==> src/cnz_pkg.sv <==
// Package with constants and types shared by the cellular noise unit.
`default_nettype none
package cnz_pkg;
   localparam int FracBitsDefault = 16;
   localparam int NoiseWidth = 18;
   localparam logic [31:0] HashMulX = 32'h37476139;
   localparam logic [31:0] HashMulY = 32'h68265263;
   localparam logic [31:0] MixMulA = 32'h85ebca6b;
   localparam logic [31:0] MixMulB = 32'hc2b2ae35;
   localparam logic [31:0] OffsetX2 = 32'd123;
   localparam logic [31:0] OffsetY2 = 32'd456;
   localparam int NumCells = 9;
   localparam int NumHashes = 18;
endpackage
`default_nettype wire

==> src/cnz_hash.sv <==
// Pipelined murmur-style cell hash: five register stages; multiplies in the first, third and fourth.
`default_nettype none
module cnz_hash #(
   parameter int FRAC_BITS = cnz_pkg::FracBitsDefault
) (
   input  wire logic                 clock,
   input  wire logic                 enable,
   input  wire logic [31:0]          cell_x,
   input  wire logic [31:0]          cell_y,
   output logic      [FRAC_BITS-1:0] hash_frac
);
   import cnz_pkg::*;
   logic [31:0] px_ff, py_ff, s1_ff, s2_ff, s3_ff, s4_ff;
   logic [31:0] s1_in, s2_in, s3_in, s4_in;

   assign s1_in = px_ff + py_ff;
   assign s2_in = (s1_ff ^ (s1_ff >> 16)) * MixMulA;
   assign s3_in = (s2_ff ^ (s2_ff >> 13)) * MixMulB;
   assign s4_in = s3_ff ^ (s3_ff >> 16);

   always_ff @(posedge clock) begin
      if (enable) begin
         px_ff <= cell_x * HashMulX;
         py_ff <= cell_y * HashMulY;
         s1_ff <= s1_in;
         s2_ff <= s2_in;
         s3_ff <= s3_in;
         s4_ff <= s4_in;
      end
   end

   assign hash_frac = s4_ff[30 -: FRAC_BITS];
endmodule
`default_nettype wire

==> config.mk <==
export PLATFORM = sky130hd
export DESIGN_NAME = cnz_hash
export DESIGN_NICKNAME = d
export VERILOG_FILES = /design/src/cnz_pkg.sv /design/src/cnz_hash.sv
export SDC_FILE = /design/constraint.sdc
export NUM_CORES = 2
export LEC_CHECK = 0
export BUFFER_PORTS_ARGS = -buffer_cell sky130_fd_sc_hd__buf_2
export CORE_MARGIN = 5
export CORE_UTILIZATION = 30
export DETAILED_ROUTE_END_ITERATION = 16
export PLACE_DENSITY = 0.54
export SYNTH_ARGS = -nofsm -noshare
export SYNTH_HDL_FRONTEND = slang
export SYNTH_SLANG_ARGS = --single-unit
export TNS_END_PERCENT = 20
==> constraint.sdc <==
create_clock -name clock -period 8.15 [get_ports clock]
set_clock_uncertainty 0.2 [all_clocks]
set_input_delay 0 -clock clock [delete_from_list [all_inputs] [get_ports clock]]
set_output_delay 0 -clock clock [all_outputs]
set_load 0.02 [all_outputs]
After elaboration in Yosys (flattened, before gate mapping)
Index checks and enable logic that the tools add are counted.
Widths: inputs -> output; s select.
{"block": "word_totals", "wordCells": 14, "regBits": 191, "input_bits": 66}
{"block": "op_classes", "n_addsub": 1, "n_bitwise": 3, "multipliers": 4}
{"op": "$mul 32x31->32 const B", "n": 2}
{"op": "$add 32x32->32", "n": 1}
{"op": "$mul 32x30->32 const B", "n": 1}
{"op": "$mul 32x32->32 const B", "n": 1}
{"op": "$xor 32x16->32", "n": 1}
{"op": "$xor 32x19->32", "n": 1}
{"op": "$xor 31x16->31", "n": 1}

Logic depth before layout (Yosys ltp)
{"block": "logic_depth", "word_depth": 2, "ltp_mapped": 28, "ltp_nobuf": 28}

Worst setup path before layout
No wires, ideal clock.
{"block": "synth_timing", "path_kind": "flip-flop to flip-flop", "from": "register s2_ff[22]", "to": "register s3_ff[30], data pin", "required_ps": 7692, "setup_slack_ps": 851, "path_stages_with_launch": 26, "arrival_time_ps": 6842, "cell_sequence": "edfxtp_1 xnor2_1 inv_1 ha_1 ha_1 a21o_1 fa_1 inv_1 fa_1 inv_1 fa_1 fa_1 fa_1 inv_1 fa_1 inv_1 ha_1 a21o_1 a21o_1 a221oi_1 nor3b_2 a211oi_2 a41o_1 or2_1 a21oi_2 xnor2_1"}
{"block": "synth_via", "elab_chain_len": 2}
{"element": "start: declaration", "line": "cnz_hash.sv:13", "text": "logic [31:0] px_ff, py_ff, s1_ff, s2_ff, s3_ff, s4_ff;"}
{"element": "start signal: assignment", "line": "cnz_hash.sv:26", "text": "s2_ff <= s2_in;"}
{"element": "$xor 32x19->32", "line": "cnz_hash.sv:18", "text": "assign s3_in = (s2_ff ^ (s2_ff >> 13)) * MixMulB;"}
{"element": "$mul 32x31->32", "line": "cnz_hash.sv:18"}
{"element": "net s3_in[30]", "line": "cnz_hash.sv:14", "text": "logic [31:0] s1_in, s2_in, s3_in, s4_in;"}
{"element": "end signal: assignment", "line": "cnz_hash.sv:27", "text": "s3_ff <= s3_in;"}
{"element": "end: declaration", "line": "cnz_hash.sv:13"}
The timed path passes the listed nets, and every way through them passes these cells.
A chain may end at the register's enable or synchronous reset.

Final worst setup path
{"block": "layout_timing", "from": "register s2_ff[25]", "to": "register s3_ff[31], data pin"}
Same word-level chain as after synthesis.

==> impl_metrics.py <==
metrics = {
    "routing": {
        "drt-initial-drc-count": 843,
        "wirelength_mm": 97.6,
        "drc": 0,
        "via_per_inst": 4.34,
        "route.detailed.wl_per_inst_um": 17.5,
        "num_vias": 24200,
        "dr.pass1.iters": 5,
        "final_antenna_net_count": 0,
    },
    "worst_setup_path": {
        "crit_path_end_kind": "flop",
        "worst_path_most_repeated_cell": "fa_1",
        "regToRegStartpoint": "s2_ff[25]",
        "path_max_fanout": 5,
        "required_ns": 8.17,
        "path_buf_inv": 5,
        "start_kind": "flop",
        "cpMaxStageDelayCell": "xnor2_1",
        "worstSetupPathType": "flop to flop",
        "cp.arrival_ns": 7.81,
        "crit_chain": "xnor2_1 -> inv_1 -> ha_1 -> fa_1 -> inv_1 -> fa_1 -> inv_1 -> fa_1 -> fa_1 -> fa_1 -> fa_1 -> inv_1 -> fa_1 -> inv_1 -> ha_1 -> nand4_1 -> a21oi_1 -> nand3_1 -> a211o_1 -> a211oi_2 -> a41o_1 -> nor4_1 -> nor3_1 -> xnor2_1",
        "max_stage_delay_ns": 0.54,
        "cp_top_family": "adder cells",
        "critPathLaunch": "s2_ff[25]",
    },
    "sta": {
        "fmax_ghz": 0.128,
        "slew_headroom": 0.393,
        "setup_viol_count_final": 0,
        "finalSetupTns_ns": 0,
        "final_hold_viol_count": 0,
        "grt_setup_unrepaired": "false",
        "layout_setup_ws_ns": 0.362,
        "final_max_slew_viol_count": 0,
        "period_share": 0.956,
        "min_period_ns": 7.79,
        "worst_pin_slew_ns": 0.888,
    },
    "placed_design": {
        "hpwl_mm": 89.3,
        "placedCellCount": 5541,
        "dp_slack_ns": 0.440,
        "dpl_cell_area_um2": 41700,
        "gp_congestion": 0.931,
        "numPortBuffers": 81,
    },
    "clocking": {
        "cts_max_level": 4,
        "postCtsSetupBuffers": 0,
        "cts_made_buffers": 17,
        "clk_pin_slew_worst_paths_ns": 0.07,
        "cts.sink_count": 161,
        "postCtsResizedCells": 0,
        "cts_tree": "yes",
        "ctsLongestPathBuffers": 2,
        "clk_latency_ns": 0.49,
        "root_buffer": "clkbuf_16",
    },
    "synthesis": {
        "synth_area_um2": 38900,
        "ys_types": 76,
        "async_flop_share": 0,
        "syn-instance-count": 3694,
        "synth_area_leader_cell": "fa_1",
        "synth_nets": 5240,
        "yosysTopAreaCellShare": 0.352,
        "syn_area_per_cell_um2": 10.5,
        "synth-seq-area-share": 0.124,
        "ys_ff_latch": 161,
        "synth_ff_type": "edfxtp_1",
        "synth_area_leaders": "fa_1, ha_1, edfxtp_1",
        "synth_edf_count": 161,
        "synth_warnings": 0,
    },
    "global_routing": {
        "overflow": 0,
        "grt_pass1_vias": 27645,
        "grt_max_degree": 58,
        "grt_pass1_wl_mm": 157,
        "grt.total_usage": 0.149,
        "antenna_found_initial": 0,
    },
    "die": {
        "start_util": 0.301,
        "num_rows": 132,
        "core-area_um2": 129000,
        "die_h_um": 370,
        "die_w_um": 370,
        "die_area_um2": 137000,
        "design.portCount": 82,
    },
    "worst_hold_path": {
        "hold_class": "input port to flop",
        "hold_start": "cell_x[4]",
    },
    "cells_and_area": {
        "n_antenna_cell": 0,
        "syn2layout_area_growth_pct": 8.88,
        "final_cell_count_no_fill": 5579,
        "fin_area_um2": 42400,
        "drive_gt1_frac": 0.0440,
        "nets": 5370,
    },
    "outcome": {
        "status": "finished clean",
    },
    "run": {
        "drv_cap": 0,
    },
}
routing by layer:
| layer | GRT usage | share of wire | up-vias |
|---|---|---|---|
| met5 | 0 | 0 | - |
| met4 | 0.0520 | 0.037 | 0 |
| met3 | 0.0135 | 0.019 | 118 |
| met2 | 0.276 | 0.52 | 290 |
| met1 | 0.180 | 0.42 | 12102 |
| li1 | - | - | 11690 |
layout by cell type, fill, tap and decap left out, drive strengths merged, types with 6 or more instances in the layout:
master,count
edfxtp,161
buf,108
nand2b,10
a211o,7
o21a,24
o31ai,6
nor2,68
nand2,46
xor2,75
dlygate4sd3,6
nor2b,11
ha,796
fa,684
a21o,51
xnor2,219
nand3,18
nor3,27
o211ai,8
a21oi,95
and2,10
o21bai,12
o2111ai,6
a31oi,7
a211oi,16
o21ai,46
clkbuf,18
inv,1220
cell families (layout without fill, tap and decap cells):
logic type | Yosys count | in the layout | share of synthesized area
AO/OA/AOI/OAI | 321 | 321 | 0.0574
XOR/XNOR | 294 | 294 | 0.0661
adder cells (fa/ha/maj) | 1480 | 1480 | 0.607
buffers and inverters | 1216 | 1359 | 0.117
flip-flops | 161 | 161 | 0.124
multiplexers | 1 | 1 | 0.000289
AND/OR/NAND/NOR | 221 | 221 | 0.0274
repair_timing:
action	in CTS	in global routing
endpoints found under the setup margin	0	0
hold buffers	6	0
hold endpoints to repair	55	0
worst register-to-register path: cells and delay by family, from the launching register on:
| kind | cells | cell delay [ns] |
|---|---|---|
| buffers and inverters | 5 | 0.43 |
| xor gates and xnor gates | 2 | 0.64 |
| AOI/OAI and AO/OA | 4 | 1.15 |
| adders and majority gates | 9 | 4.12 |
| and+or+nand+nor | 4 | 0.49 |
| DFF | 1 | 0.50 |
metrics by stage:
stage | util | hold WS [ns]
global route | 0.328 | 0.0679
CTS | 0.328 | 0.0281
finish | 0.328 | 0.0552
detailed placement | 0.323 | 0.209
global placement | 0.323 | 0.202
floorplan | - | -0.101
synth_stat cells (3+ instances only):
library cell	number
a21oi_2	4
a211oi_1	11
o21ai_1	4
a21o_1	50
nand2b_1	10
nor3_1	26
nand4_1	5
nand3_1	18
a21oi_1	91
a31oi_1	7
or4_1	3
o211ai_1	8
fa_1	684
edfxtp_1	161
o21ai_0	41
o2111ai_1	6
a31o_2	3
nand2_1	46
xor2_1	75
nor3b_1	3
a211oi_2	4
ha_1	796
a211o_1	7
inv_1	1212
a2111oi_0	3
o21bai_1	12
and3_1	5
xnor2_1	219
a221oi_1	4
o21a_1	24
nor2_1	68
nor2b_1	11
o211a_1	3
or2_2	4
and2_1	10
o31ai_1	5
or3_1	5
worst paths after layout:
check | to | slack (ns) | cells after the start
setup reg to reg | s3_ff[31] | 0.36 | 24
hold reg to reg | s4_ff[18] | 0.21 | 0
setup / recovery | s3_ff[31] | 0.36 | 24
hold / removal | px_ff[4] | 0.06 | 3
cell type report:
type                            count  area, µm²
Clock buffer                       18        429
Sequential cell                   161       4830
Inverter                         1213       4550
Fill cell                       13242      86900
Tap cell                         1742       2180
Timing Repair Buffer              114        674
Multi-Input combinational cell   2317      29500
Clock inverter                     14        185
registers in the layout, indices dropped and copies added (netlist names):
| signal | count |
|---|---|
| px_ff | 32 |
| py_ff | 32 |
| s1_ff | 32 |
| s2_ff | 32 |
| s3_ff | 17 |
| s4_ff | 16 |
Power is not shown: default switching activity piles up to over one toggle a cycle in this logic, so the estimate is an artifact.
