--- src/cnz_sqrt.sv ---
// Pipelined integer square root, two result bits resolved per stage.
`default_nettype none
module cnz_sqrt #(
   parameter int IN_W = 40,
   parameter int OUT_W = 20
) (
   input  wire logic             clock,
   input  wire logic             enable,
   input  wire logic [IN_W-1:0]  radicand,
   output logic      [OUT_W-1:0] root
);
   localparam int StepsPerStage = 2;
   localparam int NumStages = (OUT_W + StepsPerStage - 1) / StepsPerStage;
   localparam int PadW = 2 * NumStages * StepsPerStage;

   logic [PadW-1:0]  rad_ff [NumStages+1];
   logic [OUT_W+1:0] rem_ff [NumStages+1];
   logic [OUT_W-1:0] res_ff [NumStages+1];

   always_comb begin
      rad_ff[0] = PadW'(radicand);
      rem_ff[0] = '0;
      res_ff[0] = '0;
   end

   for (genvar s = 0; s < NumStages; s++) begin : g_stage
      logic [PadW-1:0]  rad_in;
      logic [OUT_W+1:0] rem_in;
      logic [OUT_W-1:0] res_in;
      always_comb begin
         logic [OUT_W+1:0] trial;
         logic [OUT_W+1:0] rem_v;
         logic [OUT_W-1:0] res_v;
         logic [PadW-1:0]  rad_v;
         rem_v = rem_ff[s];
         res_v = res_ff[s];
         rad_v = rad_ff[s];
         for (int k = 0; k < StepsPerStage; k++) begin
            rem_v = {rem_v[OUT_W-1:0], rad_v[PadW-1 -: 2]};
            rad_v = rad_v << 2;
            trial = {res_v, 2'b01};
            if (rem_v >= trial) begin
               rem_v = rem_v - trial;
               res_v = {res_v[OUT_W-2:0], 1'b1};
            end else begin
               res_v = {res_v[OUT_W-2:0], 1'b0};
            end
         end
         rad_in = rad_v;
         rem_in = rem_v;
         res_in = res_v;
      end
      always_ff @(posedge clock) begin
         if (enable) begin
            rad_ff[s+1] <= rad_in;
            rem_ff[s+1] <= rem_in;
            res_ff[s+1] <= res_in;
         end
      end
   end

   assign root = res_ff[NumStages];
endmodule
`default_nettype wire

--- config.mk ---
export PLATFORM = sky130hd
export DESIGN_NAME = cnz_sqrt
export DESIGN_NICKNAME = d
export VERILOG_FILES = /design/src/cnz_sqrt.sv
export SDC_FILE = /design/constraint.sdc
export NUM_CORES = 1
export LEC_CHECK = 0
export ABC_AREA = 1
export BUFFER_PORTS_ARGS = -buffer_cell sky130_fd_sc_hd__buf_2
export CAP_MARGIN = 20
export CORE_AREA = 2 2 407 207
export DETAILED_ROUTE_END_ITERATION = 16
export DIE_AREA = 0 0 409 209
export HOLD_SLACK_MARGIN = 0.03
export PLACE_DENSITY_LB_ADDON = 0.08
export SETUP_SLACK_MARGIN = 0.1
export SLEW_MARGIN = 15
export SYNTH_ARGS = -nofsm -noshare
export SYNTH_HDL_FRONTEND = slang
export SYNTH_SLANG_ARGS = --single-unit
export TNS_END_PERCENT = 20
--- constraint.sdc ---
create_clock -name clock -period 3.8 [get_ports clock]
set_input_delay 0.19 -clock clock [delete_from_list [all_inputs] [get_ports clock]]
set_output_delay 0.19 -clock clock [all_outputs]
set_load 0.02 [all_outputs]
## Yosys cells after proc, flatten, opt, wreduce, memory -nomap -nowiden

Index checks and enable logic that the tools add are counted.
Widths: inputs -> output; s select.

| cells by class | value |
|---|---|
| add/sub/neg operators | 19 |
| magnitude comparators | 20 |
| mux-type cells | 39 |

Operator list:

| kind | count |
|---|---|
| $mux 20 | 19 |
| $ge 22x10->1 | 1 |
| $ge 22x11->1 | 1 |
| $ge 22x12->1 | 1 |
| $ge 22x13->1 | 1 |
| $ge 22x14->1 | 1 |
| $ge 22x15->1 | 1 |
| $ge 22x16->1 | 1 |
| $ge 22x17->1 | 1 |
| $ge 22x18->1 | 1 |
| $ge 22x19->1 | 1 |
| $ge 22x20->1 | 1 |
| $ge 22x21->1 | 1 |
| $ge 22x3->1 | 1 |
| $ge 22x4->1 | 1 |
| $ge 22x5->1 | 1 |
| $ge 22x6->1 | 1 |
| $ge 22x7->1 | 1 |
| $ge 22x8->1 | 1 |
| $ge 22x9->1 | 1 |
| $mux 1 | 20 |
| $sub 20x10->20 | 1 |
| $sub 20x11->20 | 1 |
| $sub 20x12->20 | 1 |
| 17 further kinds | 17 |

| storage, ports and cells | value |
|---|---|
| logic and storage cells | 106 |
| register bits after elaboration | 470 |
| output and inout port bits | 20 |

## Longest topological paths before layout

| logic depth | value |
|---|---|
| depth after elaboration | 4 |
| depth in mapped cells | 29 |

## Worst setup path before layout

No wires, ideal clock.

| timing path | value |
|---|---|
| kind | register -> register |
| start | register rem_ff[139] (netlist bit) |
| end | register rem_ff[129] (netlist bit), data pin |
| buffers on the path | 3 |
| arrival time | 3671 ps |
| data required time | 3654 ps |
| stages on the path, launching flop included | 21 |
| setup time | 146 ps |
| setup slack | -17 ps |
| clock period less this slack | 3817 ps |
| cell sequence | edfxtp_1 ha_1 a21oi_1 nand2_1 nor2_1 and2_2 nand3_2 buf_6 inv_1 buf_1 o21ai_0 ha_1 clkbuf_1 nand2_1 o311a_1 nand2_1 inv_1 nand2_1 nor2_1 or2_2 a21oi_1 |

| between the ends | value |
|---|---|
| cells in the longest elaborated chain, start to end | 4 |

Ends and longest elaborated chain:

| what | line | RTL |
|---|---|---|
| start: declaration | 17 | `logic [OUT_W+1:0] rem_ff [NumStages+1];` |
| start signal: indexed assignment | 56 | `rem_ff[s+1] <= rem_in;` |
| $ge 22x10->1 (*) | 42 | `if (rem_v >= trial) begin` |
| $mux 1 (*) | 42 |  |
| net g_stage[4].$5.res_v[1] | 33 | `logic [OUT_W-1:0] res_v;` |
| $sub 20x11->20 or $ge 22x11->1 (tied branches) | 43, 42 |  |
| $mux 20 (*) | 42 |  |
| net g_stage[4].$5.rem_v[19] | 32 | `logic [OUT_W+1:0] rem_v;` |

The timed path passes the listed nets; every way through them passes the cells marked *.
A chain may end at the register's enable or synchronous reset.

## Final worst setup path

| timing path | value |
|---|---|
| start | register res_ff[81] (netlist bit) |
| end | register rem_ff[76] (netlist bit), data pin |

| between the ends | value |
|---|---|
| cells in the longest elaborated chain, start to end | 4 |

Ends and longest elaborated chain:

| what | line | RTL |
|---|---|---|
| start: declaration | 18 | `logic [OUT_W-1:0] res_ff [NumStages+1];` |
| start signal: indexed assignment | 57 | `res_ff[s+1] <= res_in;` |
| $sub 20x14->20 or $ge 22x14->1 (tied branches) | 43, 42 |  |
| $mux 20 or $mux 1 (tied branches) | 42 |  |
| $sub 20x15->20 or $ge 22x15->1 (tied branches) | 43, 42 |  |
| $mux 20 (*) | 42 |  |
| net g_stage[6].$5.rem_v[10] | 32 |  |

Marked as above.

==> reports/metrics.cfg <==
[cts]
cts_tree=done
cts-root-buf=clkbuf_16
cts.htree.levels=2
cts.clk_slew.worst_paths_ps=70
cts-buffers-inserted=46
cts.sinks=460
clock_latency_ps=620
cts_buffer_depth=3

[place]
gp_congestion=0.963
hpwl_mm=91.6
place_inst=6087
postPlaceCellArea_mm2=0.0405
portBuffers=61
preCtsSetupSlack_ps=-364

[global_routing]
grt_max_degree=104
busiest_layer=met1
grt_util_met1=0.483
grt_pass1_vias=27883
grt_pass1_wl_mm=171
grt_use_met2=0.263
grt_antenna_before_repair=1
grt.total_usage=0.261
grt.overflow.total=0
grtUsageMet3=0.0823

[detailed_routing]
wl_mm=118
vias=32245
ant_nets=0
vias_per_cell=5.05
post-route-drc-count=0
wire_per_inst_um=18.5
dr.first_iter.drc_count=3861
drt-pass1-iter-count=5

[pwr]
ir_worst_vdd_uv=430
finalPower_w=0.0303
powerDensity_mw_per_mm2=638
p_leak_nw=21.8

[run_status]
status=complete, no violations

[setup_path]
cp.arrival_ps=4140
crit_fanout=9
setup.worst_path.start_class=flip-flop
crit_type=reg2reg
worstPathRequired_ps=4180
end_kind=flip-flop

[finish]
fin_area_mm2=0.0475
layout.nets=5503
instances_no_fill=6386
area_delta_synth_final_pct=46.0
fill_cells=7449
diodes=0
drive_gt1_frac=0.361

[yosys]
synth-edff-count=460
synth_top_area_frac=0.425
synthFlopType=edfxtp_1
synth_area_mm2=0.0325
synth.most_common_cell=nand2_1
yosysWarnings=0
synthCells=4092
synth-async-reset-ratio=0
synth-seq-cells=460
synthTopCellsByArea=edfxtp_1 43%, nand2_1 14%, ha_1 8.7%, inv_1 6.2%, nor2_1 4.1%
synth_cell_type_count=60
seq_area_frac_synth=0.425
synth_common_cells=1222 x nand2_1, 541 x inv_1, 460 x edfxtp_1
synth_top_area_cell=edfxtp_1
syn-mean-instance-area_um2=7.94

[flow_run]
maxCapViolCount=0

[sta]
setup_ws_ps=41.7
fmax_ghz=0.266
period_share=0.989
rsz0062_at_grt=true
setup_viol=0
drv_slew=0
fin_worst_skew_ps=31.3
finalHoldViolCount=0
slew_headroom=0.384
period_minus_slack_ps=3760
tns_ps=0
worstMarginPinSlew_ps=924

[die]
io-pin-count=62
core_mm2=0.0825
die_y_um=209
die_x_um=409
initial_core_util=0.394
row_count=75
die_area_mm2=0.0855

[hold_path]
hold_class=in2reg

[area by class of cell]
type                       count  area, um^2  area share
sequential                   460       13800       0.291
timing repair buffer        1137        8990       0.189
inverter                     554        2140      0.0451
clock inverter                34         375     0.00791
tap                         1116        1400      0.0294
clock buffer                  50        1170      0.0246
multi-input combinational   3031       19500       0.412
timing repair inverter         4        42.5    0.000896
[cells by family after synthesis]
| kind of cell | Yosys count | synth area share |
|---|---|---|
| and+or+nand+nor | 2083 | 0.273 |
| DFF | 460 | 0.425 |
| muxes | 1 | 0.000308 |
| buffers and inverters | 604 | 0.0740 |
| other | 1 | 0.000115 |
| xor gates and xnor gates | 178 | 0.0487 |
| adders and majority gates | 227 | 0.0874 |
| AOI/OAI and AO/OA | 538 | 0.0917 |
[sequential cells by signal, summed over array words and instances (netlist names)]
register	count
res_ff	90
g_stage.$5.rad_v	144
root	20
rem_ff	170
rad_ff	36
[through the flow]
step	utilization	hold slack, ps
finish	0.575	94.2
global route	0.575	63.3
CTS	0.533	33.2
detailed placement	0.492	368
global placement	0.492	366
floorplan	-	289
[where the power goes]
part	switching, W	internal (W)
sequential	0.000702	0.00675
clock	0.00215	0.00266
combinational	0.0100	0.00799
total	0.0129	0.0174
[final timing paths]
path                                              start                      end  slack, ps  depth (start not counted)
worst min register to register  g_stage[6].$5.rad_v[33]  g_stage[7].$5.rad_v[37]        410                          0
worst max-delay path                         res_ff[81]               rem_ff[76]         40                         25
worst min-delay path                       radicand[37]              rem_ff[199]         90                          3
worst max register to register               res_ff[81]               rem_ff[76]         40                         25
[critical path, cell delays in order, from the launching register on]
cell and delay [ps]:
edfxtp_1 570, inv_2 100, ha_4 300, nand2_1 70, o21ai_2 200, nand2_1 100
nand2_2 90, nand2_2 70, nand3_4 150, buf_8 150, nor2_1 60, a31oi_2 290
ha_4 240, nand2_4 80, nor2_4 130, inv_2 50, nor3_2 100, nand2_1 80
nand2_2 80, nand2_2 70, nand2_2 90, nor2_4 40, buf_6 140, buf_4 130
nand2_1 50, nand2_1 60
[cell usage in the layout, fill, tap and decap left out, drive strengths merged, types with 3 or more instances in the layout]
master / count
o211ai: 7
nor4: 15
inv: 561
nor2: 382
or2: 17
nand4: 97
a21o: 9
buf: 1094
clkbuf: 54
and2: 6
a211oi: 4
a221oi: 3
nand3b: 8
a31o: 3
bufinv: 6
nand3: 271
o21a: 9
a31oi: 14
o21bai: 21
ha: 227
xor2: 113
edfxtp: 460
clkinv: 23
xnor2: 65
a21oi: 238
nor3: 40
o21ai: 208
nor3b: 5
o2111ai: 9
dlygate4sd3: 39
a21boi: 7
nand2: 1239
[metal layers]
metal	part of all wire	wire length, um
met1	0.56	66500
met2	0.31	36600
met3	0.12	13900
met4	0.0082	968
met5	0	0
[what timing repair did]
| item | in CTS | in global routing |
|---|---|---|
| setup buffers | 60 | 102 |
| endpoints found under the setup margin | 146 | 167 |
| endpoints found under the hold margin | 39 | 0 |
| cloned | 7 | 10 |
| hold buffers | 39 | 0 |
| resized for setup | 237 | 658 |
| pin swaps | 40 | 223 |
(Power assumes the default switching activity.)
